<file path="config.mk">
export PLATFORM = sky130hd
export DESIGN_NAME = h20sg_front
export DESIGN_NICKNAME = d
export VERILOG_FILES = /design/src/hw/rtl/h20sg_pkg.sv /design/src/hw/rtl/h20sg_front.sv
export SDC_FILE = /design/constraint.sdc
export NUM_CORES = 1
export LEC_CHECK = 0
export BUFFER_PORTS_ARGS = -buffer_cell sky130_fd_sc_hd__buf_4
export CAP_MARGIN = 20
export CORE_MARGIN = 5
export CORE_UTILIZATION = 50
export CTS_CLUSTER_DIAMETER = 50
export DETAILED_ROUTE_END_ITERATION = 8
export GPL_ROUTABILITY_DRIVEN = 1
export PLACE_DENSITY_LB_ADDON = 0.12
export SYNTH_ARGS = -nofsm -noshare
export SYNTH_HDL_FRONTEND = slang
export SYNTH_SLANG_ARGS = --single-unit
</file>
<file path="constraint.sdc">
create_clock -name clk_i -period 4.8 [get_ports clk_i]
set_input_delay 1.2 -clock clk_i [delete_from_list [all_inputs] [get_ports clk_i]]
set_output_delay 1.2 -clock clk_i [all_outputs]
set_load 0.02 [all_outputs]
</file>
<file path="src/hw/rtl/h20sg_pkg.sv">
package h20sg_pkg;

  localparam int FracBits  = 16;
  localparam int CoordW    = 18;
  localparam int OutW      = 20;
  localparam int AccW      = 32;
  localparam int ProdW     = AccW + CoordW;
  localparam int NodeCount = 20;
  localparam int NodeW     = 5;
  localparam int CoefW     = 8;
  // floor(n / 5) = (n * RecipFive) >> RecipShift, exact for n below 2^27
  localparam int RecipShift = 29;
  localparam logic [26:0] RecipFive = 27'd107374183;
  localparam int QuotW = 24;
  localparam logic [NodeW-1:0] LastNode = NodeW'(NodeCount - 1);

  // Horner phase codes: three t-steps, then s-step, then r-step
  localparam logic [2:0] PhT0 = 3'd0;
  localparam logic [2:0] PhT1 = 3'd1;
  localparam logic [2:0] PhT2 = 3'd2;
  localparam logic [2:0] PhS  = 3'd3;
  localparam logic [2:0] PhR  = 3'd4;

  // polynomial kinds, one per lane
  localparam logic [1:0] KindVal = 2'd0;
  localparam logic [1:0] KindDr  = 2'd1;
  localparam logic [1:0] KindDs  = 2'd2;
  localparam logic [1:0] KindDt  = 2'd3;

  typedef struct packed {
    logic signed [CoordW-1:0] r;
    logic signed [CoordW-1:0] s;
    logic signed [CoordW-1:0] t;
  } coord_t;

  typedef struct packed {
    logic       step;
    logic [2:0] phase;
    logic       first_b;
    logic       first_a;
    logic       fin1;
    logic       fin2;
  } lane_ctl_t;

  localparam int NodeX [NodeCount] = '{-1, 1, 1,-1,-1, 1, 1,-1, 0,-1,-1, 1, 1, 0, 1,-1, 0,-1, 1, 0};
  localparam int NodeY [NodeCount] = '{-1,-1, 1, 1,-1,-1, 1, 1,-1, 0,-1, 0,-1, 1, 1, 1,-1, 0, 0, 1};
  localparam int NodeZ [NodeCount] = '{-1,-1,-1,-1, 1, 1, 1, 1,-1,-1, 0,-1, 0,-1, 0, 0, 1, 1, 1, 1};

  function automatic int base_coef(int n, int p0, int p1, int p2);
    int x, y, z, d, dv, dw, pu, pv, pw, p, q, c;
    int pos [3];
    int pp [3];
    x = NodeX[n];
    y = NodeY[n];
    z = NodeZ[n];
    pos[0] = x; pos[1] = y; pos[2] = z;
    pp[0] = p0; pp[1] = p1; pp[2] = p2;
    c = 0;
    if (x != 0 && y != 0 && z != 0) begin
      if (p0 == 2 && p1 == 2 && p2 == 2) c = 9;
      if (p0 == 2 && p1 == 2 && p2 == 1) c = 5 * z;
      if (p0 == 2 && p1 == 1 && p2 == 2) c = 5 * y;
      if (p0 == 1 && p1 == 2 && p2 == 2) c = 5 * x;
      if (p0 == 2 && p1 == 1 && p2 == 1) c = 5 * y * z;
      if (p0 == 1 && p1 == 2 && p2 == 1) c = 5 * x * z;
      if (p0 == 1 && p1 == 1 && p2 == 2) c = 5 * x * y;
      if (p0 == 1 && p1 == 1 && p2 == 1) c = 5 * x * y * z;
      if (p0 == 2 && p1 == 2 && p2 == 0) c = -2;
      if (p0 == 2 && p1 == 0 && p2 == 2) c = -2;
      if (p0 == 0 && p1 == 2 && p2 == 2) c = -2;
      if (p0 == 0 && p1 == 0 && p2 == 0) c = 2;
    end else begin
      d  = (x == 0) ? 0 : ((y == 0) ? 1 : 2);
      dv = (d == 0) ? 1 : 0;
      dw = (d == 2) ? 1 : 2;
      p  = pos[dv];
      q  = pos[dw];
      pu = pp[d];
      pv = pp[dv];
      pw = pp[dw];
      if (pu == 2 && pv == 2 && pw == 2) c = -6;
      if (pu == 2 && pv == 2 && pw == 1) c = -10 * q;
      if (pu == 2 && pv == 1 && pw == 2) c = -10 * p;
      if (pu == 2 && pv == 1 && pw == 1) c = -10 * p * q;
      if (pu == 2 && pv == 2 && pw == 0) c = -2;
      if (pu == 2 && pv == 0 && pw == 2) c = -2;
      if (pu == 0 && pv == 2 && pw == 2) c = 8;
      if (pu == 0 && pv == 2 && pw == 1) c = 10 * q;
      if (pu == 0 && pv == 1 && pw == 2) c = 10 * p;
      if (pu == 0 && pv == 1 && pw == 1) c = 10 * p * q;
      if (pu == 0 && pv == 0 && pw == 0) c = 2;
    end
    return c;
  endfunction

  // coefficient of r^pa s^pb t^pe in the numerator of one polynomial kind
  function automatic logic signed [CoefW-1:0] poly_coef(logic [NodeW-1:0] node,
                                                        logic [1:0] kind, logic [1:0] pa,
                                                        logic [1:0] pb, logic [1:0] pe);
    int pw [3];
    int axis, k, v;
    pw[0] = int'(pa); pw[1] = int'(pb); pw[2] = int'(pe);
    v = 0;
    if (kind == KindVal) begin
      v = base_coef(int'(node), pw[0], pw[1], pw[2]);
    end else begin
      axis = int'(kind) - 1;
      if (pw[axis] < 2) begin
        k = pw[axis] + 1;
        pw[axis] = k;
        v = k * base_coef(int'(node), pw[0], pw[1], pw[2]);
      end
    end
    return CoefW'(v);
  endfunction

endpackage

</file>
<file path="src/hw/rtl/h20sg_front.sv">
module h20sg_front (
  input  logic            clk_i,
  input  logic            rst_ni,
  input  logic            in_valid_i,
  output logic            in_stall_o,
  input  h20sg_pkg::coord_t in_data_i,
  output logic            pop_valid_o,
  input  logic            pop_i,
  output h20sg_pkg::coord_t pop_data_o,
  output logic [1:0]      fill_o
);
  import h20sg_pkg::*;

  coord_t     mem_q [2];
  logic       wr_ptr_q, rd_ptr_q;
  logic [1:0] cnt_q, cnt_d;
  logic       push, pop;

  assign in_stall_o  = (cnt_q == 2'd2);
  assign push        = in_valid_i && !in_stall_o;
  assign pop         = pop_i && (cnt_q != 2'd0);
  assign pop_valid_o = (cnt_q != 2'd0);
  assign pop_data_o  = mem_q[rd_ptr_q];
  assign fill_o      = cnt_q;

  always_comb begin
    cnt_d = cnt_q;
    if (push && !pop) cnt_d = cnt_q + 2'd1;
    else if (pop && !push) cnt_d = cnt_q - 2'd1;
  end

  always_ff @(posedge clk_i or negedge rst_ni) begin
    if (!rst_ni) begin
      wr_ptr_q <= 1'b0;
      rd_ptr_q <= 1'b0;
      cnt_q    <= 2'd0;
    end else begin
      cnt_q <= cnt_d;
      if (push) wr_ptr_q <= !wr_ptr_q;
      if (pop) rd_ptr_q <= !rd_ptr_q;
    end
  end

  always_ff @(posedge clk_i) begin
    if (push) mem_q[wr_ptr_q] <= in_data_i;
  end

endmodule

</file>
# [After elaboration in Yosys (flattened, before gate mapping)]
# Memories as Yosys holds them, arrays and structs flattened.
# Index checks and enable logic that the tools add are counted.
[classes] eq_ne=1 n_reduce_logical=11 n_mux=4 addsub=2
[ops] op="1-bit zero test" n=5
[ops] op="1-bit logical AND" n=4
[ops] op="2-bit 2-to-1 mux" n=2
[ops] op="2-bit nonzero test" n=2
[ops] op="2-bit by 1-bit adder with 2-bit output, second input constant" n=1
[ops] op="2-bit equality test, second input constant" n=1
[ops] op="1-bit 2-to-1 mux" n=2
[ops] op="2-bit by 1-bit subtractor with 2-bit output, second input constant" n=1
[word_totals] ramBits=108 regBits=4 elab_cells=22 output_inout_bits=58 mem_count=1
[mem_list] name="mem_q" words=2 word_bits=54 read_ports=1 rd_clocked_by_memory_dff=0 write_ports=1 line="h20sg_front.sv:14" source="coord_t mem_q [2];"

# [Longest topological paths before layout]
[depth] depth_word=7 ltp_mapped=7 depth_no_buf=7

# [Worst setup path after synthesis]
# Ideal clock, no wire load.
[synth_path] path_type="in2reg" from="in in_valid_i" to="mem mem_q[0][0] (netlist name), enable pin" cell_stages=2 path_buffers=0 setup_time_ns=0.466 arrival_ns=3.552 slack_ns=0.782 path_cell_list="nand2_1 -> nor2_1"
[synth_via] elab_chain_cells=3
[synth_rtl] element="from (decl)" line="h20sg_front.sv:4" source="input logic in_valid_i,"
[synth_rtl] element="1-bit logical AND" line="h20sg_front.sv:20" source="assign push = in_valid_i && !in_stall_o;"
[synth_rtl] element="1-bit 2-to-1 mux" line="h20sg_front.sv:45" source="if (push) mem_q[wr_ptr_q] <= in_data_i;"
[synth_rtl] element="1-bit 2-to-1 mux (implied by the code)" line="h20sg_front.sv:45"
[synth_rtl] element="to (decl)" line="h20sg_front.sv:14"
# No other way between the ends.

==> run summary <==
Final nets - 369
Synth-to-Final Area Change - 25.7%
die width - 103 um
Worst Max-Slew Pin Slew - 1000 ps
number of primary I/O pins - 116
synthesized area per cell - 23.2 um2
largest net degree at the start of global routing - 56
routed len/inst - 17.0 um
Finished Layout Cells - 423
pwr dens - 611 nW/um2
most frequent cell after synthesis - edfxtp_1
area share of the largest cell type after synthesis - 74.7%
Net Count, Synth - 246
first-pass GRT wire length - 10.8 mm
routed via count - 2047
H-tree Lvls - 3
mapped cell area - 4340 um2
Num CTS Buffers - 9
port buffer count - 115
Max stage delay cell, worst path - dfrtp_4
Final Hold Vio Count - 0
TritonCTS clock tree - done
most common library cells after synthesis - edfxtp_1, mux2_4, buf_12, mux2_2, dfrtp_1
worst relative slew slack - 33.1%
clk sinks - 112
CP max stage delay - 1100 ps
Fin Hold WS - 518 ps
biggest fanout along the worst timing path - 55
Clock transition at path regs - 90 ps
RSZ-0062 raised after global routing - false
# setup viols final - 0
row cnt - 34
worst-path cell chain - mux2_2 > buf_4
status - finished clean
Post-CTS Setup Inserts - 0
vias per cell - 4.84
Worst Path Class, Setup - reg -> out
Cell Count Post-Placement - 407
cell taking the most area after synthesis - edfxtp_1
Syn Inst Count - 187
Main synth FF type - edfxtp_1
layout cell share with drive strength beyond 1 - 60.0%
Critical Path AT - 2070 ps
Req. time, crit path - 3600 ps
Inserted Diodes - 0
hold buffer count at CTS - 0
Tcrit/Tclk final - 68.1%
Die H - 103 um
VDD IR max - 530 uV
routed wire length - 7.21 mm
max-slew violation count - 0
vias in the first global route - 2116
Root Driver - clkbuf_8
FFs w/ async S/R, synth - 3.57%
Detail Placement HPWL - 4.92 mm
synth top area cells - edfxtp_1, mux2_4, buf_12, dfrtp_1, mux2_2
DR pass1 iterations - 4
All-Layer GR Usage - 14.0%
post-CTS resize count - 0
Starting DRT DRC Count - 54
crit path time final - 3270 ps
initial antenna violation count - 0
CTS max path bufs - 2
LEAKAGE - 2.19 nW
setup_tns - 0 ps
Synth warnings - 0
RD Place Congestion - 0.740
sequential area share after synthesis - 77.0%
Congestion Overflow GR - 0
Core ar. - 8590 um2
drc violations - 0
Hold Path Class - reg -> reg
starting density of the core - 50.6%
Clock Skew - 10.0 ps
Pwr Total - 3.33 mW
Setup crit start kind - register
Post-synth EDFFs - 108
max-cap violations - 0
Synth cell types - 15
worst skew pair latency - 350 ps
Detail Route Antenna Nets - 0
flops & latches, synth - 112
Fmax - 0.306 GHz
Die ar. - 10700 um2
CP endpoint kind - output pin
==> sequential cells by signal, indices dropped and copies added (netlist names) <==
register  cells
mem_q       108
fill_o        2
rd_ptr_q      1
wr_ptr_q      1
==> path summary, 6_finish.rpt <==
check,startpoint,endpoint,slack [ps],cells past startpoint
max,rd_ptr_q,pop_data_o[53],1530,2
min,fill_o[1],fill_o[1],520,1
max reg2reg,fill_o[0],mem_q[1][46],2690,3
min reg2reg,fill_o[1],fill_o[1],520,1
max in group asynchronous,rst_ni,rd_ptr_q,4060,1
min in group asynchronous,rst_ni,fill_o[1],630,1
==> metrics by stage <==
step	setup slack, ps	cell area, um2	util, %
2_1_floorplan	782	4340	-
3_3_place_gp	1920	5270	61.3
3_5_place_dp	1910	5270	61.3
4_1_cts	1500	5460	63.6
5_1_grt	1420	5460	63.6
6_report	1530	5460	63.6
==> final cells by class <==
| class | count | area, um2 |
|---|---|---|
| flip-flops and latches | 112 | 3350 |
| fillers | 625 | 3130 |
| multi-input cells | 67 | 891 |
| repair buffers | 118 | 886 |
| well taps | 108 | 135 |
| clock buffers | 10 | 128 |
| clock inverters | 6 | 67.6 |
| inverters | 2 | 7.51 |
==> cells by family (layout without fill, tap and decap cells) <==
family                   Yosys count  in the layout  synth area share [%]
flip-flops                       112            112                  77.0
multiplexers                      54             54                  18.2
buffers and inverters              8            136                  2.74
AND/OR/NAND/NOR                    7              7                 0.778
XOR/XNOR                           5              5                  1.01
adder cells (fa/ha/maj)            1              1                 0.288
==> metal layers <==
layer	part of all wire [%]	wire length, um	vias up	global-route usage, %
met5	0	0	-	0
met4	1.8	131	0	6.77
met3	9.2	666	11	5.16
met2	51	3700	75	22.2
met1	38	2720	989	17.1
li1	-	-	972	-
==> critical path: cells and delay by family (launching register included) <==
kind | cells | cell delay [ps]
buf+inv | 1 | 160
flops | 1 | 1100
mux | 1 | 430
==> cells in the final DEF, fill, tap and decap left out <==
cell	count
mux2_2	5
clkinvlp_4	1
dfrtp_1	3
ha_1	1
edfxtp_1	108
nor2_1	1
nor2_4	1
dfrtp_4	1
inv_1	2
and3_2	1
bufinv_16	1
nand2_1	2
clkbuf_1	1
xor2_1	2
clkinv_1	1
inv_6	2
nand2b_1	1
mux2_4	49
clkinv_4	1
xnor2_1	3
or2_1	1
clkbuf_8	9
buf_4	118
==> where the power goes <==
group	internal (mW)	switching, mW
logic	0.678	0.594
clock network	0.245	0.297
registers	1.34	0.183
Note: power is estimated with default switching activity, not from simulation.
